**src/rtl/core/mrse_pkg.sv**
```systemverilog
package mrse_pkg;

    // MIDI status codes that steer the expansion.
    localparam logic [7:0] ST_REALTIME_MIN = 8'hF8;
    localparam logic [7:0] ST_SYSEX_START  = 8'hF0;
    localparam logic [7:0] ST_TUNE_REQUEST = 8'hF6;
    localparam logic [7:0] ST_SYSEX_END    = 8'hF7;
    localparam logic [7:0] ST_UNDEF_F4     = 8'hF4;
    localparam logic [7:0] ST_UNDEF_F5     = 8'hF5;
    localparam logic [7:0] ST_ONE_DATA_MIN = 8'hC0;
    localparam logic [7:0] ST_ONE_DATA_END = 8'hE0;
    localparam logic [7:0] ST_SONG_POS     = 8'hF2;
    localparam logic [7:0] ST_NONE         = 8'h00;

    // Depth of the job queue between the front and the back.
    localparam int QUEUE_DEPTH = 2;
    localparam int QPTR_W      = (QUEUE_DEPTH > 1) ? $clog2(QUEUE_DEPTH) : 1;
    localparam int QCNT_W      = $clog2(QUEUE_DEPTH + 1);

    // Up to three result bytes are produced for one input item.
    localparam int MAX_BYTES = 3;

    typedef logic [1:0] t_count;

    typedef struct packed {
        logic [MAX_BYTES-1:0][7:0] bytes;
        t_count                    count;
        logic                      busy;
    } t_job;

endpackage

```
**src/rtl/core/mrse_front.sv**
```systemverilog
module mrse_front
    import mrse_pkg::*;
#(
    parameter int NUM_SOURCES = 3
) (
    input  logic       i_clk,
    input  logic       i_rst_n,
    input  logic       i_accept,
    input  logic [1:0] i_source_port,
    input  logic [7:0] i_raw_byte,
    output logic       o_job_push,
    output t_job       o_job
);

    localparam int IDX_W = (NUM_SOURCES > 1) ? $clog2(NUM_SOURCES) : 1;

    // Per-port expansion state.
    logic [7:0] r_rs  [NUM_SOURCES];
    logic [7:0] r_hs  [NUM_SOURCES];
    logic [6:0] r_hfd [NUM_SOURCES];
    logic       r_aw  [NUM_SOURCES];
    logic       r_mb  [NUM_SOURCES];

    logic             w_in_range;
    logic [IDX_W-1:0] w_idx;
    logic [7:0]       w_rs;
    logic [7:0]       w_hs;
    logic [6:0]       w_hfd;
    logic             w_aw;
    logic             w_mb;
    logic [7:0]       n_rs;
    logic [7:0]       n_hs;
    logic [6:0]       n_hfd;
    logic             n_aw;
    logic             n_mb;
    t_job             w_job;

    // Select the state of the addressed port.
    assign w_in_range = (32'(i_source_port) < NUM_SOURCES);
    assign w_idx      = w_in_range ? IDX_W'(i_source_port) : '0;
    assign w_rs       = r_rs[w_idx];
    assign w_hs       = r_hs[w_idx];
    assign w_hfd      = r_hfd[w_idx];
    assign w_aw       = r_aw[w_idx];
    assign w_mb       = r_mb[w_idx];

    // Classify the byte and build the job of result bytes.
    always_comb begin
        n_rs  = w_rs;
        n_hs  = w_hs;
        n_hfd = w_hfd;
        n_aw  = w_aw;
        n_mb  = w_mb;
        w_job = '0;
        if (i_raw_byte[7]) begin
            priority if (i_raw_byte >= ST_REALTIME_MIN) begin
                w_job.bytes[0] = i_raw_byte;
                w_job.count    = 2'd1;
                w_job.busy     = w_mb;
            end else begin
                n_aw = 1'b0;
                n_rs = i_raw_byte;
                priority if (i_raw_byte < ST_SYSEX_START) begin
                    // Channel status is held until its data arrives.
                end else if (i_raw_byte == ST_SYSEX_START) begin
                    n_mb           = 1'b1;
                    w_job.bytes[0] = i_raw_byte;
                    w_job.count    = 2'd1;
                    w_job.busy     = 1'b1;
                end else if (i_raw_byte == ST_TUNE_REQUEST || i_raw_byte == ST_SYSEX_END) begin
                    n_rs           = ST_NONE;
                    n_mb           = 1'b0;
                    w_job.bytes[0] = i_raw_byte;
                    w_job.count    = 2'd1;
                    w_job.busy     = 1'b0;
                end else if (i_raw_byte == ST_UNDEF_F4 || i_raw_byte == ST_UNDEF_F5) begin
                    n_rs = ST_NONE;
                end else begin
                    // Other system common status waits for its data.
                end
            end
        end else begin
            priority if (w_aw) begin
                n_aw           = 1'b0;
                n_mb           = 1'b0;
                w_job.bytes[0] = w_hs;
                w_job.bytes[1] = {1'b0, w_hfd};
                w_job.bytes[2] = i_raw_byte;
                w_job.count    = 2'd3;
                w_job.busy     = 1'b0;
            end else if (w_rs == ST_NONE) begin
                // Orphan data is dropped.
            end else if (w_rs == ST_SYSEX_START) begin
                w_job.bytes[0] = i_raw_byte;
                w_job.count    = 2'd1;
                w_job.busy     = w_mb;
            end else begin
                n_hs  = w_rs;
                n_hfd = i_raw_byte[6:0];
                priority if (w_rs >= ST_ONE_DATA_MIN && w_rs < ST_ONE_DATA_END) begin
                    n_mb           = 1'b0;
                    w_job.bytes[0] = w_rs;
                    w_job.bytes[1] = i_raw_byte;
                    w_job.count    = 2'd2;
                    w_job.busy     = 1'b0;
                end else if (w_rs < ST_SYSEX_START) begin
                    n_aw = 1'b1;
                end else begin
                    n_rs = ST_NONE;
                    if (w_rs == ST_SONG_POS) begin
                        n_aw = 1'b1;
                    end else begin
                        n_mb           = 1'b0;
                        w_job.bytes[0] = w_rs;
                        w_job.bytes[1] = i_raw_byte;
                        w_job.count    = 2'd2;
                        w_job.busy     = 1'b0;
                    end
                end
            end
        end
    end

    assign o_job_push = i_accept && w_in_range && (w_job.count != 2'd0);
    assign o_job      = w_job;

    // Update the addressed port on every accepted item with a valid port.
    always_ff @(posedge i_clk) begin
        if (!i_rst_n) begin
            for (int k = 0; k < NUM_SOURCES; k++) begin
                r_rs[k]  <= '0;
                r_hs[k]  <= '0;
                r_hfd[k] <= '0;
                r_aw[k]  <= 1'b0;
                r_mb[k]  <= 1'b0;
            end
        end else if (i_accept && w_in_range) begin
            r_rs[w_idx]  <= n_rs;
            r_hs[w_idx]  <= n_hs;
            r_hfd[w_idx] <= n_hfd;
            r_aw[w_idx]  <= n_aw;
            r_mb[w_idx]  <= n_mb;
        end
    end

endmodule

```
**src/rtl/core/mrse_queue.sv**
```systemverilog
module mrse_queue
    import mrse_pkg::*;
(
    input  logic i_clk,
    input  logic i_rst_n,
    input  logic i_push,
    input  t_job i_job,
    output logic o_full,
    output logic o_valid,
    output t_job o_job,
    input  logic i_pop
);

    t_job              r_entry [QUEUE_DEPTH];
    logic [QPTR_W-1:0] r_wr_ptr;
    logic [QPTR_W-1:0] r_rd_ptr;
    logic [QCNT_W-1:0] r_count;
    logic              w_do_push;
    logic              w_do_pop;

    assign o_full    = (r_count == QCNT_W'(QUEUE_DEPTH));
    assign o_valid   = (r_count != '0);
    assign o_job     = r_entry[r_rd_ptr];
    assign w_do_push = i_push && !o_full;
    assign w_do_pop  = i_pop && o_valid;

    // Job storage.
    always_ff @(posedge i_clk) begin
        if (w_do_push) begin
            r_entry[r_wr_ptr] <= i_job;
        end
    end

    // Pointers and fill count.
    always_ff @(posedge i_clk) begin
        if (!i_rst_n) begin
            r_wr_ptr <= '0;
            r_rd_ptr <= '0;
            r_count  <= '0;
        end else begin
            if (w_do_push) begin
                r_wr_ptr <= (r_wr_ptr == QPTR_W'(QUEUE_DEPTH - 1)) ? '0 : r_wr_ptr + 1'b1;
            end
            if (w_do_pop) begin
                r_rd_ptr <= (r_rd_ptr == QPTR_W'(QUEUE_DEPTH - 1)) ? '0 : r_rd_ptr + 1'b1;
            end
            if (w_do_push && !w_do_pop) begin
                r_count <= r_count + 1'b1;
            end else if (w_do_pop && !w_do_push) begin
                r_count <= r_count - 1'b1;
            end
        end
    end

endmodule

```
**src/rtl/core/mrse_back.sv**
```systemverilog
module mrse_back
    import mrse_pkg::*;
(
    input  logic       i_clk,
    input  logic       i_rst_n,
    input  logic       i_job_valid,
    input  t_job       i_job,
    output logic       o_job_pop,
    output logic       o_empty,
    input  logic       i_pop,
    output logic [7:0] o_message_byte,
    output logic       o_last_of_run,
    output logic       o_source_busy
);

    logic [1:0] r_sel;
    logic       r_out_valid;
    logic [7:0] r_byte;
    logic       r_last;
    logic       r_busy;
    logic       w_load;
    logic       w_last;
    logic [1:0] n_sel;

    // Step through the bytes of the head job, one per cycle while the output is free or popped.
    always_comb begin
        w_load    = i_job_valid && (!r_out_valid || i_pop);
        w_last    = (r_sel == (i_job.count - 2'd1));
        o_job_pop = w_load && w_last;
        n_sel     = r_sel;
        if (w_load) begin
            n_sel = w_last ? 2'd0 : r_sel + 2'd1;
        end
    end

    // Byte position and output valid.
    always_ff @(posedge i_clk) begin
        if (!i_rst_n) begin
            r_sel       <= 2'd0;
            r_out_valid <= 1'b0;
        end else begin
            r_sel <= n_sel;
            if (w_load) begin
                r_out_valid <= 1'b1;
            end else if (i_pop) begin
                r_out_valid <= 1'b0;
            end
        end
    end

    // Output payload register.
    always_ff @(posedge i_clk) begin
        if (w_load) begin
            r_byte <= i_job.bytes[r_sel];
            r_last <= w_last;
            r_busy <= i_job.busy;
        end
    end

    assign o_empty        = !r_out_valid;
    assign o_message_byte = r_byte;
    assign o_last_of_run  = r_last;
    assign o_source_busy  = r_busy;

endmodule

```
**src/rtl/core/midi_running_status_expander_top.sv**
```systemverilog
// Channel  | Handshake           | Fields
// ---------+---------------------+------------------------------------------------
// input    | push / full         | i_source_port[1:0], i_raw_byte[7:0]
// result   | pop / empty         | o_message_byte[7:0], o_last_of_run, o_source_busy
//
// An item is classified and its per-port state updated in the cycle it is accepted.
// Its zero to three result bytes leave one per cycle from the output register while
// pop is held, serialized by the back end. Input is taken every cycle until the
// two-entry job queue fills; pop stalls the back end, and through it the input.
// Reset clears all per-port state and the queue.
module midi_running_status_expander_top
    import mrse_pkg::*;
#(
    parameter int NUM_SOURCES = 3
) (
    input  logic       i_clk,
    input  logic       i_rst_n,
    input  logic       push,
    output logic       full,
    input  logic [1:0] i_source_port,
    input  logic [7:0] i_raw_byte,
    output logic       empty,
    input  logic       pop,
    output logic [7:0] o_message_byte,
    output logic       o_last_of_run,
    output logic       o_source_busy
);

    logic w_accept;
    logic w_job_push;
    t_job w_front_job;
    logic w_q_valid;
    t_job w_q_job;
    logic w_q_pop;

    assign w_accept = push && !full;

    // Front end: per-port state and classification.
    mrse_front #(
        .NUM_SOURCES (NUM_SOURCES)
    ) u_front (
        .i_clk         (i_clk),
        .i_rst_n       (i_rst_n),
        .i_accept      (w_accept),
        .i_source_port (i_source_port),
        .i_raw_byte    (i_raw_byte),
        .o_job_push    (w_job_push),
        .o_job         (w_front_job)
    );

    // Job queue between the two halves.
    mrse_queue u_queue (
        .i_clk   (i_clk),
        .i_rst_n (i_rst_n),
        .i_push  (w_job_push),
        .i_job   (w_front_job),
        .o_full  (full),
        .o_valid (w_q_valid),
        .o_job   (w_q_job),
        .i_pop   (w_q_pop)
    );

    // Back end: byte serializer and output register.
    mrse_back u_back (
        .i_clk          (i_clk),
        .i_rst_n        (i_rst_n),
        .i_job_valid    (w_q_valid),
        .i_job          (w_q_job),
        .o_job_pop      (w_q_pop),
        .o_empty        (empty),
        .i_pop          (pop),
        .o_message_byte (o_message_byte),
        .o_last_of_run  (o_last_of_run),
        .o_source_busy  (o_source_busy)
    );

endmodule

```
**config.mk**
```make
export PLATFORM = sky130hd
export DESIGN_NAME = midi_running_status_expander_top
export DESIGN_NICKNAME = d
export VERILOG_FILES = /design/src/rtl/core/mrse_pkg.sv /design/src/rtl/core/mrse_front.sv /design/src/rtl/core/mrse_queue.sv /design/src/rtl/core/mrse_back.sv /design/src/rtl/core/midi_running_status_expander_top.sv
export SDC_FILE = /design/constraint.sdc
export NUM_CORES = 1
export LEC_CHECK = 0
export BUFFER_PORTS_ARGS = -buffer_cell sky130_fd_sc_hd__buf_2
export CORE_ASPECT_RATIO = 1.2
export CORE_MARGIN = 10
export CORE_UTILIZATION = 45
export DETAILED_ROUTE_END_ITERATION = 12
export PLACE_DENSITY = 0.6
export SETUP_SLACK_MARGIN = 0.5
export SLEW_MARGIN = 20
export SYNTH_ARGS = -nofsm -noshare
export SYNTH_HDL_FRONTEND = slang
export SYNTH_SLANG_ARGS = --single-unit
```
**constraint.sdc**
```tcl
create_clock -name i_clk -period 4.5 [get_ports i_clk]
set_clock_uncertainty 0.2 [all_clocks]
set_input_delay 1.35 -clock i_clk [delete_from_list [all_inputs] [get_ports i_clk]]
set_output_delay 1.35 -clock i_clk [all_outputs]
set_load 0.05 [all_outputs]
```
**Yosys cells after proc, flatten, opt, wreduce, memory -nomap -nowiden**

Memories as Yosys holds them, arrays and structs flattened. A register that Yosys moved wholly into a read port is not among the register bits.
Cells that the tools add are included.

- Bits of input ports: 14
- Register bits after elaboration: 17
- Memory bits (writable): 127
- Logic and storage cells: 148
- Output and inout bits: 12
- Memories: 6

- Multiplexer cells: 85
- Reduce and logical (&&, ||, !) cells: 27
- $lt $le $gt $ge: 7
- Equality and inequality tests: 9
- $add $sub $neg: 6

Memory list:

| name | words | bits a word | read ports | clocked after Yosys merged registers in | wr ports | RTL line | text |
|---|---|---|---|---|---|---|---|
| u_queue.r_entry | 2 | 26 | 1 | 1 | 1 | mrse_queue.sv:14 | `t_job r_entry [QUEUE_DEPTH];` |
| u_front.r_hs | 3 | 8 | 1 | 0 | 3 | mrse_front.sv:19 | `logic [7:0] r_hs [NUM_SOURCES];` |
| u_front.r_rs | 3 | 8 | 1 | 0 | 3 | mrse_front.sv:18 | `logic [7:0] r_rs [NUM_SOURCES];` |
| u_front.r_hfd | 3 | 7 | 1 | 0 | 3 | mrse_front.sv:20 | `logic [6:0] r_hfd [NUM_SOURCES];` |
| u_front.r_aw | 3 | 1 | 1 | 0 | 3 | mrse_front.sv:21 | `logic r_aw [NUM_SOURCES];` |
| u_front.r_mb | 3 | 1 | 1 | 0 | 3 | mrse_front.sv:22 | `logic r_mb [NUM_SOURCES];` |

Operator list:

| cell | number |
|---|---|
| $mux 8 | 19 |
| $mux 11 | 6 |
| $mux 19 | 3 |
| $eq 8x8->1 const B | 7 |
| $mux 7 | 6 |
| $mux 1 | 38 |
| $mux 18 | 2 |
| $lt 8x8->1 const B | 3 |
| $mux 2 | 9 |
| $bmux 8 s2 | 1 |
| $ge 8x8->1 const B | 2 |
| $reduce_or 8->1 | 2 |
| $mux 15 | 1 |
| $logic_and 1x1->1 | 10 |
| $logic_not 8->1 | 1 |
| $reduce_bool 2->1 | 4 |
| $reduce_or 7->1 | 1 |
| $add 2x1->2 const B | 2 |
| $logic_not 1->1 | 4 |
| $sub 2x1->2 const B | 2 |
| $logic_or 1x1->1 | 3 |
| $lt 2x3->1 const B | 1 |
| $add 1x1->1 const B | 2 |
| $eq 2x2->1 | 1 |
| other kinds (3) | 4 |

**Depth between registers and ports, before layout**

An unclocked memory read counts as a cell.

- Depth in word-level cells: 18
- Gate-level depth with buffers: 14
- Gate-level depth less buffers: 11

**Modules after synthesis**

From an unflattened synthesis, not the netlist that was laid out.

- Cells, all modules: 634
- Area total of the unflattened synthesis: 8,199.1 µm²

By module, submodules not included:

| module | cells an instance | area each (µm²) | sequential area each (µm²) | times used |
|---|---|---|---|---|
| mrse_front | 463 | 5,341.4 | 2,942.8 | 1 |
| mrse_queue | 109 | 2,182.1 | 1,721.7 | 1 |
| mrse_back | 61 | 661.9 | 360.3 | 1 |
| midi_running_status_expander_top | 1 | 13.8 | 0.0 | 1 |

**Worst setup path after synthesis**

Ideal clock, no wire load.

- Path type: input -> register
- Start: input i_source_port[1]
- End: memory u_queue.r_entry[0][0] (netlist name), enable pin
- Stages on the path: 9
- Slack: -152 ps
- Setup time: 408 ps
- Required time: 3,892 ps
- Arrival time: 4,044 ps
- Path buffers: 3
- Cells stage by stage: inv_1 -> ha_1 -> buf_4 -> buf_6 -> mux4_2 -> buf_2 -> o21ai_1 -> o211ai_1 -> nor2_1

- Longest elaborated chain between the ends: 16
- Elaborated cells on any way between the ends: 24
- Classes of those cells: 4 x order compare; 2 x eq/ne; 10 x mux; 6 x reduce/logical; 2 x memory

Ends and longest elaborated chain:

| element | RTL line | text |
|---|---|---|
| from (decl) | midi_running_status_expander_top.sv:20 | `input logic [1:0] i_source_port,` |
| parallel branches: the longest is 12 deep, another holds $mem_v2 3x8 | -- |  |
| $logic_and 1x1->1 * | mrse_front.sv:124 | `assign o_job_push = i_accept && w_in_range && (w_job.count != 2'd0);` |
| $logic_and 1x1->1 * | mrse_queue.sv:24 | `assign w_do_push = i_push && !o_full;` |
| $mux 1 * | mrse_queue.sv:29 | `if (w_do_push) begin` |
| $mux 1 (implied by the code) * | mrse_queue.sv:30 | `r_entry[r_wr_ptr] <= i_job;` |
| to (decl) | mrse_queue.sv:14 |  |

Every way passes the cells marked *.

==> run metrics <==
I/O pin cnt 26; Rows 51; vias in the first global route 4733; share of cells above drive strength 1 21.1%; Max Freq 0.257 GHz; die width 139 µm; Top FF cell, synth edfxtp_1; Synth cell types 50; Avg Cell Area, Syn 13.7 µm²; yosys warns 0; first-pass GRT wire length 26100 µm; Max Root-Sink Buffers 2; DP HPWL 11000 µm; Port Buffer Count 25; Die ar. 0.0225 mm²; Hold Slack 277 ps; Layout area overhead 15.0%; setup TNS 0 ps; Initial Util 46.3%; Worst EP required 4470 ps; clk sinks 168; global route overflow 0; pwr dens 436 mW/mm²; final setup fails 0; synthesized area 0.00759 mm²; largest net degree at the start of global routing 28; Final Net Count 618; synthesized flop and latch total 168; Max Cap Viol 0; max_slew headroom 27.6%; EDFF count, synth 154; ANT cells 0; kind of path behind the tightest hold check reg2reg; Final Hold Vio Count 0; Tot GR Track Use 14.8%; CTS Buf Count 17; initial antenna violation count 0; H-tree Lvls 4; DRT Pass-1 Iters 5; Die Y 162 µm; Slew @ Worst Pin 1080 ps; maximum fanout along the worst path 15; Syn Inst Count 555; minimum clock period 3880 ps; status completed; period utilization 86.3%; iteration-0 DRC count of the detailed router 270; syn nets 574; # DRC 0; Clock transition at path regs 70 ps; CTS tree built; RSZ-0062 raised after global routing true; Crit. End Element flip-flop; Max VDD drop 0.000271 V; via count 4655; clock insertion delay at the later pin of the skew report 420 ps; Core ar. 0.0164 mm²; number of routed nets with antenna violations 0; ys async rst share 0%; path type of the worst setup path in2reg; Final GP Congestion 0.862; wire length per cell 20.1 µm; WP data arrival 3850 ps; Slew Limit Fails 0; Via density 5.66; Startpoint Class input pin; Clock Tree Root clkbuf_16; WL final 16600 µm; leakage 3.18 nW; sequential-to-total area share from yosys stat 64.6%
## metal layers
layer  track usage (%)  share of wire [%]  up-vias
met3              3.73                4.6       26
li1                  -                  -     2149
met4              5.66                2.4        0
met5                 0                  0        -
met2              26.2                 53      123
met1              16.8                 41     2357
## metrics by stage
step | total power (W) | cells | utilization (%) | setup WS [ps] | instance area, µm²
floorplan | 0.00228 | 555 | - | 392 | 7650
global placement | 0.00243 | 790 | 49.6 | 156 | 8130
detailed placement | 0.00245 | 790 | 49.6 | 96.7 | 8130
CTS | 0.00384 | 821 | 53.0 | 559 | 8700
global route | 0.00395 | 823 | 53.2 | 489 | 8730
finish | 0.00380 | 823 | 53.2 | 616 | 8730
## registers in the layout (all words and copies together), names as in the netlist, 2 cells and up, named ones only
name and count:
u_front.r_hfd 28, u_back.r_sel 2, u_front.r_mb 4, u_queue.r_count 2, u_back.o_message_byte 8, u_queue.r_entry 50, u_front.r_aw 4, u_front.r_hs 32
u_front.r_rs 32
## cells in the mapped netlist (all sizes together), types with 4 or more instances
cell | n | area share (%)
buf | 12 | 0.94
nand2b | 4 | 0.33
and2 | 15 | 1.2
mux4 | 32 | 9.5
ha | 5 | 0.82
dfxtp | 14 | 3.7
o21ai | 24 | 1.6
clkbuf | 17 | 0.84
nor3 | 4 | 0.33
edfxtp | 154 | 61
nand3 | 16 | 1.1
a21oi | 10 | 0.66
mux2i | 23 | 3.0
inv | 41 | 2.0
nor2b | 6 | 0.49
nand2 | 25 | 1.3
o22ai | 7 | 0.58
a22oi | 13 | 1.3
nor2 | 91 | 4.5
## cell type report
cell class	instances	area, µm²
clock buffers	19	433
clock inverters	12	129
fillers	1353	7670
inverters	41	166
multi-input cells	317	2450
flip-flops and latches	168	4900
well taps	212	265
repair buffers	54	380
## worst max-delay path: stages
cell     delay (ps)
buf_2           160
inv_12           70
ha_4            280
mux4_2          590
buf_4           180
nor4_4          300
o21ai_2         120
nand2_4         270
mux2i_1         430
nor2_1           80
## power by group
part / switching (W) / total [W] / internal, W
logic: 0.000366 / 0.000566 / 0.000199
clock network: 0.000575 / 0.00139 / 0.000811
registers: 0.0000385 / 0.00185 / 0.00181
total: 0.000979 / 0.00380 / 0.00282
## kinds of logic after synthesis
family          synth area share, %
mux                            12.7
simple gates                   10.9
compound gates                 6.73
buf+inv                        3.81
fa+ha+maj                     0.824
xor+xnor                      0.462
flops                          64.6
## worst paths after layout
| check | start | to | slack, ps | cells past startpoint |
|---|---|---|---|---|
| worst max-delay path | i_source_port[1] | u_front.r_hs[0][7]$_SDFFCE_PN0P_ | 620 | 10 |
| worst max register to register | flip-flop | u_queue.r_count[1]$_SDFFE_PN0P_ | 1690 | 9 |
| worst min register to register | u_front.r_aw[1]$_DFF_P_ | u_front.r_aw[1]$_DFF_P_ | 280 | 2 |
| worst min-delay path | u_front.r_aw[1]$_DFF_P_ | u_front.r_aw[1]$_DFF_P_ | 280 | 2 |
## what timing repair did
| action | in CTS | in global routing |
|---|---|---|
| buffers inserted | 0 | 2 |
| gates resized for setup | 0 | 4 |
| endpoints found under the setup margin | 0 | 12 |
| hold buffers | 0 | 0 |
## cell usage in the layout (no fill, tap or decap), types with 3 or more instances in the layout
cell type | Yosys | final
or3_1 | 3 | 3
buf_4 | 1 | 26
nor3_1 | 3 | 3
a21o_1 | 3 | 3
o211ai_1 | 3 | 3
inv_1 | 41 | 40
and2_1 | 15 | 14
buf_2 | 6 | 25
nand3_1 | 16 | 16
clkinvlp_4 | 0 | 3
xnor2_1 | 3 | 3
clkinv_1 | 0 | 3
a22o_1 | 3 | 3
dfxtp_1 | 14 | 14
ha_1 | 5 | 3
nand2_1 | 24 | 24
mux2i_2 | 0 | 3
mux2i_1 | 23 | 20
nand2b_1 | 4 | 4
o21ai_0 | 22 | 22
mux4_2 | 32 | 32
o22ai_1 | 7 | 7
nor2_1 | 91 | 89
clkinv_4 | 0 | 3
edfxtp_1 | 154 | 154
clkbuf_16 | 0 | 17
a22oi_1 | 13 | 12
a21oi_1 | 10 | 10
nor2b_1 | 6 | 6
buf_12 | 0 | 3
(Power assumes the default switching activity.)
